--- src/rtl/cdpn_pkg.sv ---
package cdpn_pkg;

    // Commands from the controller to the datapath
    typedef struct packed {
        logic take;      // capture item and form products
        logic accum;     // add products into the accumulators
        logic finish;    // last element: latch the final sums, clear accumulators
        logic sq_step;   // one root digit
        logic load_out;  // move the finished result into the output register
    } cdpn_cmd_t;

    // Status from the datapath to the controller
    typedef struct packed {
        logic last_q;    // captured item was the last of its vector
        logic norm_q;    // captured item was taken in norm mode
        logic out_free;  // output register can take a new result this cycle
    } cdpn_status_t;

endpackage

--- src/rtl/complex_dot_product_and_norm.sv ---
// Complex conjugate dot product / Euclidean norm over a stream of elements.
//
// Input channel (in_valid / in_stall): one element a, b per item, last marks the
// final element of a vector. Output channel (out_valid / out_stall): one result per
// vector, given after its last element. cfg_we / cfg_wdata write the mode bit:
// 0 accumulates a * conj(b), 1 accumulates |a|^2 and returns the floor square root.
//
// Sequence: an element that is not last forms its products, then accumulates.
// A last element latches its sums and, once the output register is free, loads
// the result, raising out_valid as the input frees; in norm mode the square root,
// (ACC_WIDTH+1)/2 bits (24 at 48 bits), runs first, one bit per cycle.
// Product registers lie between the multipliers and the accumulate adder.
// Accumulators saturate at the ACC_WIDTH signed limits and flag overflow;
// both clear after each result.
//
// Reset clears the accumulators, the flag, the mode and the output valid bit.
// A stalled result holds in the output register; the block then finishes the
// element in hand and waits before loading the next result, and accepts new
// elements meanwhile only until a further result is ready.
module complex_dot_product_and_norm #(
    parameter int ELEM_WIDTH = 16,
    parameter int ACC_WIDTH  = 48
) (
    input  logic                         clk,
    input  logic                         rst_n,
    input  logic                         cfg_we,
    input  logic                         cfg_wdata,
    input  logic                         in_valid,
    output logic                         in_stall,
    input  logic signed [ELEM_WIDTH-1:0] a_re,
    input  logic signed [ELEM_WIDTH-1:0] a_im,
    input  logic signed [ELEM_WIDTH-1:0] b_re,
    input  logic signed [ELEM_WIDTH-1:0] b_im,
    input  logic                         last,
    output logic                         out_valid,
    input  logic                         out_stall,
    output logic signed [ACC_WIDTH-1:0]  result_re,
    output logic signed [ACC_WIDTH-1:0]  result_im,
    output logic                         overflow
);
    import cdpn_pkg::*;

    cdpn_cmd_t    cmd;
    cdpn_status_t status;

    // sequencing: accept, accumulate, optional root, hand off
    cdpn_ctrl #(
        .ACC_WIDTH (ACC_WIDTH)
    ) u_ctrl (
        .clk      (clk),
        .rst_n    (rst_n),
        .in_valid (in_valid),
        .in_stall (in_stall),
        .status   (status),
        .cmd      (cmd)
    );

    // multipliers, saturating accumulators, root unit and output register
    cdpn_datapath #(
        .ELEM_WIDTH (ELEM_WIDTH),
        .ACC_WIDTH  (ACC_WIDTH)
    ) u_datapath (
        .clk       (clk),
        .rst_n     (rst_n),
        .cfg_we    (cfg_we),
        .cfg_wdata (cfg_wdata),
        .a_re      (a_re),
        .a_im      (a_im),
        .b_re      (b_re),
        .b_im      (b_im),
        .last      (last),
        .cmd       (cmd),
        .status    (status),
        .out_stall (out_stall),
        .out_valid (out_valid),
        .result_re (result_re),
        .result_im (result_im),
        .overflow  (overflow)
    );

endmodule

--- src/rtl/cdpn_ctrl.sv ---
module cdpn_ctrl #(
    parameter int ACC_WIDTH = 48
) (
    input  logic                  clk,
    input  logic                  rst_n,
    input  logic                  in_valid,
    output logic                  in_stall,
    input  cdpn_pkg::cdpn_status_t status,
    output cdpn_pkg::cdpn_cmd_t    cmd
);
    import cdpn_pkg::*;

    localparam int SQ_STEPS = (ACC_WIDTH + 1) / 2;
    localparam int CW       = $clog2(SQ_STEPS);

    typedef enum logic [1:0] {
        S_IDLE,
        S_ACC,
        S_SQRT,
        S_OUT
    } state_t;

    state_t          state_reg;
    logic [CW-1:0]   cnt_reg;

    assign in_stall     = (state_reg != S_IDLE);
    assign cmd.take     = (state_reg == S_IDLE) && in_valid;
    assign cmd.accum    = (state_reg == S_ACC);
    assign cmd.finish   = (state_reg == S_ACC) && status.last_q;
    assign cmd.sq_step  = (state_reg == S_SQRT);
    assign cmd.load_out = (state_reg == S_OUT) && status.out_free;

    always_ff @(posedge clk or negedge rst_n)
    begin
        if (!rst_n)
        begin
            state_reg <= S_IDLE;
            cnt_reg   <= '0;
        end
        else
        begin
            unique case (state_reg)
                S_IDLE:
                begin
                    if (in_valid)
                        state_reg <= S_ACC;
                end
                S_ACC:
                begin
                    cnt_reg <= '0;
                    if (!status.last_q)
                        state_reg <= S_IDLE;
                    else if (status.norm_q)
                        state_reg <= S_SQRT;
                    else
                        state_reg <= S_OUT;
                end
                S_SQRT:
                begin
                    if (cnt_reg == CW'(SQ_STEPS - 1))
                        state_reg <= S_OUT;
                    else
                        cnt_reg <= cnt_reg + CW'(1);
                end
                S_OUT:
                begin
                    // hold until the output register frees up
                    if (status.out_free)
                        state_reg <= S_IDLE;
                end
                default:
                    state_reg <= S_IDLE;
            endcase
        end
    end

endmodule

--- src/rtl/cdpn_datapath.sv ---
module cdpn_datapath #(
    parameter int ELEM_WIDTH = 16,
    parameter int ACC_WIDTH  = 48
) (
    input  logic                         clk,
    input  logic                         rst_n,
    input  logic                         cfg_we,
    input  logic                         cfg_wdata,
    input  logic signed [ELEM_WIDTH-1:0] a_re,
    input  logic signed [ELEM_WIDTH-1:0] a_im,
    input  logic signed [ELEM_WIDTH-1:0] b_re,
    input  logic signed [ELEM_WIDTH-1:0] b_im,
    input  logic                         last,
    input  cdpn_pkg::cdpn_cmd_t          cmd,
    output cdpn_pkg::cdpn_status_t       status,
    input  logic                         out_stall,
    output logic                         out_valid,
    output logic signed [ACC_WIDTH-1:0]  result_re,
    output logic signed [ACC_WIDTH-1:0]  result_im,
    output logic                         overflow
);
    import cdpn_pkg::*;

    localparam int PW = 2 * ELEM_WIDTH;
    localparam int SW = ((ACC_WIDTH > PW) ? ACC_WIDTH : PW) + 2;
    localparam int N  = (ACC_WIDTH + 1) / 2;
    localparam int XW = 2 * N;
    localparam int RW = N + 2;

    localparam logic signed [SW-1:0] AMAX =
        {{(SW - ACC_WIDTH + 1){1'b0}}, {(ACC_WIDTH - 1){1'b1}}};
    localparam logic signed [SW-1:0] AMIN = ~AMAX;

    logic                        mode_reg;
    logic                        norm_reg;
    logic                        last_reg;
    logic signed [PW-1:0]        p_rr_reg, p_ii_reg, p_ir_reg, p_ri_reg;
    logic signed [ACC_WIDTH-1:0] acc_re_reg, acc_im_reg;
    logic                        sat_reg;
    logic signed [ACC_WIDTH-1:0] fin_re_reg, fin_im_reg;
    logic                        fin_ovf_reg;
    logic [XW-1:0]               sq_x_reg;
    logic [RW-1:0]               sq_rem_reg;
    logic [N-1:0]                sq_root_reg;
    logic                        out_valid_reg;
    logic signed [ACC_WIDTH-1:0] res_re_reg, res_im_reg;
    logic                        res_ovf_reg;

    logic signed [ELEM_WIDTH-1:0] mul_b_re, mul_b_im;
    logic signed [PW-1:0]         p_rr_next, p_ii_next, p_ir_next, p_ri_next;
    logic signed [SW-1:0]         sum_re_wide, sum_im_wide;
    logic signed [ACC_WIDTH-1:0]  acc_re_next, acc_im_next;
    logic                         clamp_re, clamp_im, ovf_now;
    logic [RW-1:0]                rem_sh, trial;

    // norm mode squares a; dot mode multiplies by b
    assign mul_b_re  = mode_reg ? a_re : b_re;
    assign mul_b_im  = mode_reg ? a_im : b_im;
    assign p_rr_next = PW'(a_re) * PW'(mul_b_re);
    assign p_ii_next = PW'(a_im) * PW'(mul_b_im);
    assign p_ir_next = PW'(a_im) * PW'(b_re);
    assign p_ri_next = PW'(a_re) * PW'(b_im);

    // exact three-term sums, then clamp to the accumulator range
    assign sum_re_wide = {{(SW - ACC_WIDTH){acc_re_reg[ACC_WIDTH-1]}}, acc_re_reg}
                       + {{(SW - PW){p_rr_reg[PW-1]}}, p_rr_reg}
                       + {{(SW - PW){p_ii_reg[PW-1]}}, p_ii_reg};
    assign sum_im_wide = {{(SW - ACC_WIDTH){acc_im_reg[ACC_WIDTH-1]}}, acc_im_reg}
                       + {{(SW - PW){p_ir_reg[PW-1]}}, p_ir_reg}
                       - {{(SW - PW){p_ri_reg[PW-1]}}, p_ri_reg};

    always_comb
    begin
        clamp_re = 1'b1;
        if (sum_re_wide > AMAX)
            acc_re_next = AMAX[ACC_WIDTH-1:0];
        else if (sum_re_wide < AMIN)
            acc_re_next = AMIN[ACC_WIDTH-1:0];
        else
        begin
            acc_re_next = sum_re_wide[ACC_WIDTH-1:0];
            clamp_re    = 1'b0;
        end

        clamp_im = 1'b1;
        if (norm_reg)
        begin
            acc_im_next = acc_im_reg;
            clamp_im    = 1'b0;
        end
        else if (sum_im_wide > AMAX)
            acc_im_next = AMAX[ACC_WIDTH-1:0];
        else if (sum_im_wide < AMIN)
            acc_im_next = AMIN[ACC_WIDTH-1:0];
        else
        begin
            acc_im_next = sum_im_wide[ACC_WIDTH-1:0];
            clamp_im    = 1'b0;
        end
    end

    assign ovf_now = sat_reg | clamp_re | clamp_im;

    // one root digit per step
    assign rem_sh = {sq_rem_reg[RW-3:0], sq_x_reg[XW-1:XW-2]};
    assign trial  = {sq_root_reg, 2'b01};

    assign status.last_q   = last_reg;
    assign status.norm_q   = norm_reg;
    assign status.out_free = !out_valid_reg || !out_stall;

    assign out_valid = out_valid_reg;
    assign result_re = res_re_reg;
    assign result_im = res_im_reg;
    assign overflow  = res_ovf_reg;

    always_ff @(posedge clk or negedge rst_n)
    begin
        if (!rst_n)
        begin
            mode_reg      <= 1'b0;
            norm_reg      <= 1'b0;
            last_reg      <= 1'b0;
            acc_re_reg    <= '0;
            acc_im_reg    <= '0;
            sat_reg       <= 1'b0;
            out_valid_reg <= 1'b0;
        end
        else
        begin
            if (cfg_we)
                mode_reg <= cfg_wdata;
            if (cmd.take)
            begin
                norm_reg <= mode_reg;
                last_reg <= last;
            end
            if (cmd.finish)
            begin
                acc_re_reg <= '0;
                acc_im_reg <= '0;
                sat_reg    <= 1'b0;
            end
            else if (cmd.accum)
            begin
                acc_re_reg <= acc_re_next;
                acc_im_reg <= acc_im_next;
                sat_reg    <= ovf_now;
            end
            if (cmd.load_out)
                out_valid_reg <= 1'b1;
            else if (!out_stall)
                out_valid_reg <= 1'b0;
        end
    end

    always_ff @(posedge clk)
    begin
        if (cmd.take)
        begin
            p_rr_reg <= p_rr_next;
            p_ii_reg <= p_ii_next;
            p_ir_reg <= p_ir_next;
            p_ri_reg <= p_ri_next;
        end
        if (cmd.finish)
        begin
            fin_re_reg  <= acc_re_next;
            fin_im_reg  <= acc_im_next;
            fin_ovf_reg <= ovf_now;
            // a negative sum takes the root of zero
            sq_x_reg    <= acc_re_next[ACC_WIDTH-1] ? '0 : XW'($unsigned(acc_re_next));
            sq_rem_reg  <= '0;
            sq_root_reg <= '0;
        end
        else if (cmd.sq_step)
        begin
            sq_x_reg <= {sq_x_reg[XW-3:0], 2'b00};
            if (rem_sh >= trial)
            begin
                sq_rem_reg  <= rem_sh - trial;
                sq_root_reg <= {sq_root_reg[N-2:0], 1'b1};
            end
            else
            begin
                sq_rem_reg  <= rem_sh;
                sq_root_reg <= {sq_root_reg[N-2:0], 1'b0};
            end
        end
        if (cmd.load_out)
        begin
            res_re_reg  <= norm_reg ? ACC_WIDTH'(sq_root_reg) : fin_re_reg;
            res_im_reg  <= norm_reg ? '0 : fin_im_reg;
            res_ovf_reg <= fin_ovf_reg;
        end
    end

endmodule
--- config.mk ---
export PLATFORM = sky130hd
export DESIGN_NAME = complex_dot_product_and_norm
export DESIGN_NICKNAME = d
export VERILOG_FILES = /design/src/rtl/cdpn_pkg.sv /design/src/rtl/complex_dot_product_and_norm.sv /design/src/rtl/cdpn_ctrl.sv /design/src/rtl/cdpn_datapath.sv
export SDC_FILE = /design/constraint.sdc
export NUM_CORES = 2
export LEC_CHECK = 0
export ABC_AREA = 1
export BUFFER_PORTS_ARGS = -buffer_cell sky130_fd_sc_hd__buf_4
export CAP_MARGIN = 20
export CORE_ASPECT_RATIO = 1.75
export CORE_MARGIN = 3
export CORE_UTILIZATION = 34
export CTS_CLUSTER_SIZE = 30
export DETAILED_ROUTE_END_ITERATION = 8
export PLACE_DENSITY = 0.54
export SYNTH_ARGS = -nofsm -noshare
export SYNTH_HDL_FRONTEND = slang
export SYNTH_SLANG_ARGS = --single-unit
--- constraint.sdc ---
create_clock -name clk -period 12.81 [get_ports clk]
set_input_delay 0.6405 -clock clk [delete_from_list [all_inputs] [get_ports clk]]
set_output_delay 0.6405 -clock clk [all_outputs]
set_load 0.005 [all_outputs]
==> impl_metrics.csv <==
group,metric,value,unit
route,final_antenna_net_count,0,
setup_path,path_max_fanout,64,
global_routing,grtUsageTotal,23.4,%
clocking,cts_tree,"yes",
timing,setup_violations,0,
floorplan,die_y,624,um
clocking,clk_path_buf_depth,3,
timing,tightest_slew,0.982,ns
clocking,cts-resized-gates,0,
yosys,ys_seq_area_share,19.9,%
yosys,synth_top_area_cell,"fa_1",
flow_run,cap_violations,0,
worst_hold_path,hp-class,"input pin to flip-flop",
yosys,synth_area,74200,um^2
route,wire_per_inst,21.6,um
final_layout,syn_to_final_growth,7.84,%
final_layout,layout-drive-gt1-share,4.44,%
floorplan,dieArea,224000,um^2
route,wl,263,mm
timing,clock_skew,0.0509,ns
yosys,netlist_instances,9308,
clocking,cts_setup_buffers,0,
yosys,synth.area.top_cells,"fa_1, edfxtp_1, nand2_1, inv_1, ha_1",
timing,period_share,63.1,%
final_layout,seqCellArea,14800,um^2
floorplan,start_util,34.2,%
final_layout,nets,11000,
clocking,worstSkewPairLatency,0.69,ns
place,hpwl,220,mm
route,drt_pass1_iterations,6,
clocking,root_buffer,"clkbuf_16",
timing,slew_headroom,34.1,%
clocking,clkSinkCount,526,
floorplan,die_width,359,um
timing,clock.fmax,0.124,GHz
clocking,numCtsBuffers,52,
final_layout,final_cell_mix,"nand2_1, inv_1, fa_1, nor2_1, ha_1",
setup_path,arrival,8.50,ns
timing,tns,0,ns
yosys,synth-main-ff-cell,"edfxtp_1",
yosys,synth.avg_cell_area,7.97,um^2
final_layout,multi_input_area,50600,um^2
route,via_per_inst,4.94,
setup_path,crit_path_start_kind,"flip-flop",
timing,final_max_slew_viol_count,0,
setup_path,critical_path_class,"flip-flop to flip-flop",
yosys,post-synth-top-area-fraction,28.4,%
yosys,syn_nets,11000,
route,drc,0,
status,outcome,"finished clean",
timing,fin_crit,8.09,ns
route,drt_iter0_drc,3317,
setup_path,endpoint_kind,"flip-flop",
timing,hold_viol_final,0,
timing,rsz0062_at_grt,"false",
yosys,yosys_warnings,0,
floorplan,row_count,226,
clocking,holdBufCountCts,1,
global_routing,antenna_found_initial,18,
clocking,path_clk_slew,0.07,ns
floorplan,io-pin-count,170,
final_layout,nFillCells,23000,
yosys,synth.ff_latch_count,526,
yosys,synth_edf_count,370,
setup_path,cp.required,13.22,ns
route,vias,60200,
clocking,cts-htree-levels,2,
global_routing,grt_pass1_wl,396,mm
global_routing,grt_pass1_vias,64900,
final_layout,final_common_cell,"nand2_1",
global_routing,grt_max_degree,73,
yosys,async_flop_share,20.5,%
yosys,yosysUniqueCellTypes,55,
floorplan,fp.coreArea,217000,um^2
global_routing,grt_overflow,0,
place,place_congestion,0.984,
place,portBuffers,169,
-- cells by family after synthesis --
| kind of cell | count (synthesis) | share of synthesized area (%) |
|---|---|---|
| flops | 526 | 19.9 |
| compound gates | 960 | 7.50 |
| xor+xnor | 326 | 3.85 |
| fa+ha+maj | 1602 | 37.7 |
| simple gates | 3588 | 19.2 |
| buf+inv | 2306 | 11.8 |
-- layer usage --
metal	vias up	track usage, %	wire length [um]
met5	-	0	43
met4	8	15.0	20400
met3	652	1.95	8740
met2	1530	44.9	141000
met1	29800	24.1	92800
li1	28200	-	-
-- critical path: stages, from the launching register on --
cell,delay (ns)
dfrtp_2,0.35
buf_4,0.63
nor2_1,0.16
a21oi_1,0.53
clkinv_1,0.48
nor2_1,0.36
fa_1,0.56
fa_1,0.62
inv_1,0.19
fa_1,0.61
inv_1,0.08
fa_1,0.54
inv_1,0.05
fa_1,0.45
fa_1,0.49
inv_1,0.04
ha_1,0.37
nand2_1,0.11
nor4_1,0.39
nand4_1,0.13
o21ai_0,0.50
xor2_1,0.12
-- stage by stage --
stage          hold WS, ns  worst slack [ns]  cell area (um^2)  cells  util (%)
6_report             0.201              4.72             80000  12200      36.9
5_1_grt              0.199              4.30             80000  12200      36.9
4_1_cts              0.146              4.77             80000  12200      36.9
3_5_place_dp         0.448              4.56             78100  12100      36.0
3_3_place_gp         0.411              4.67             78100  12100      36.0
2_1_floorplan        0.345              4.49             74200   9308         -
-- final cells by class --
cell class / instances / share of cell area, %
multi-input cells: 6476 / 63.3
flip-flops and latches: 526 / 18.5
inverters: 2031 / 9.53
well taps: 2850 / 4.46
repair buffers: 197 / 1.86
clock buffers: 64 / 1.75
clock inverters: 34 / 0.582
diodes: 9 / 0.0282
-- cell usage after synthesis, drive strengths merged (3+ instances only) --
cell type and number:
and2 4, a21oi 417, inv 2012, a21boi 63, a311oi 3, nand3 216, a31oi 38, edfxtp 370
ha 550, o221ai 3, a22oi 14, dfrtp 108, o211ai 13, nor4 15, or2 52, nand4 40
xor2 204, nor2 750, clkbuf 233, o21bai 56, xnor2 122, fa 1052, a211oi 6, nand3b 5
a21o 43, clkinv 19, buf 42, o21a 39, dfxtp 48, and3 5, nor3 41, o22ai 27
nand2 2458, o21ai 225, o2111ai 7
-- path summary, 6_finish.rpt --
| path | cells past startpoint | startpoint | slack, ns | end |
|---|---|---|---|---|
| max | 21 | u_datapath.mode_reg$_DFFE_PN0P_ | 4.72 | u_datapath.p_rr_reg[30]$_DFFE_PP_ |
| min | 3 | last | 0.20 | u_datapath.last_reg$_DFFE_PN0P_ |
| max reg2reg | 21 | u_datapath.mode_reg$_DFFE_PN0P_ | 4.72 | u_datapath.p_rr_reg[30]$_DFFE_PP_ |
| min reg2reg | 2 | u_datapath.sq_rem_reg[19]$_SDFFE_PP0P_ | 0.48 | u_datapath.sq_rem_reg[19]$_SDFFE_PP0P_ |
| max in group asynchronous | 3 | rst_n | 10.89 | u_datapath.acc_im_reg[20]$_DFFE_PN0P_ |
| min in group asynchronous | 2 | rst_n | 0.57 | u_datapath.acc_re_reg[43]$_DFFE_PN0P_ |
Power is left out: the tool's default activity adds up to more than one toggle a clock period on the data nets, which glitch-free logic cannot reach.
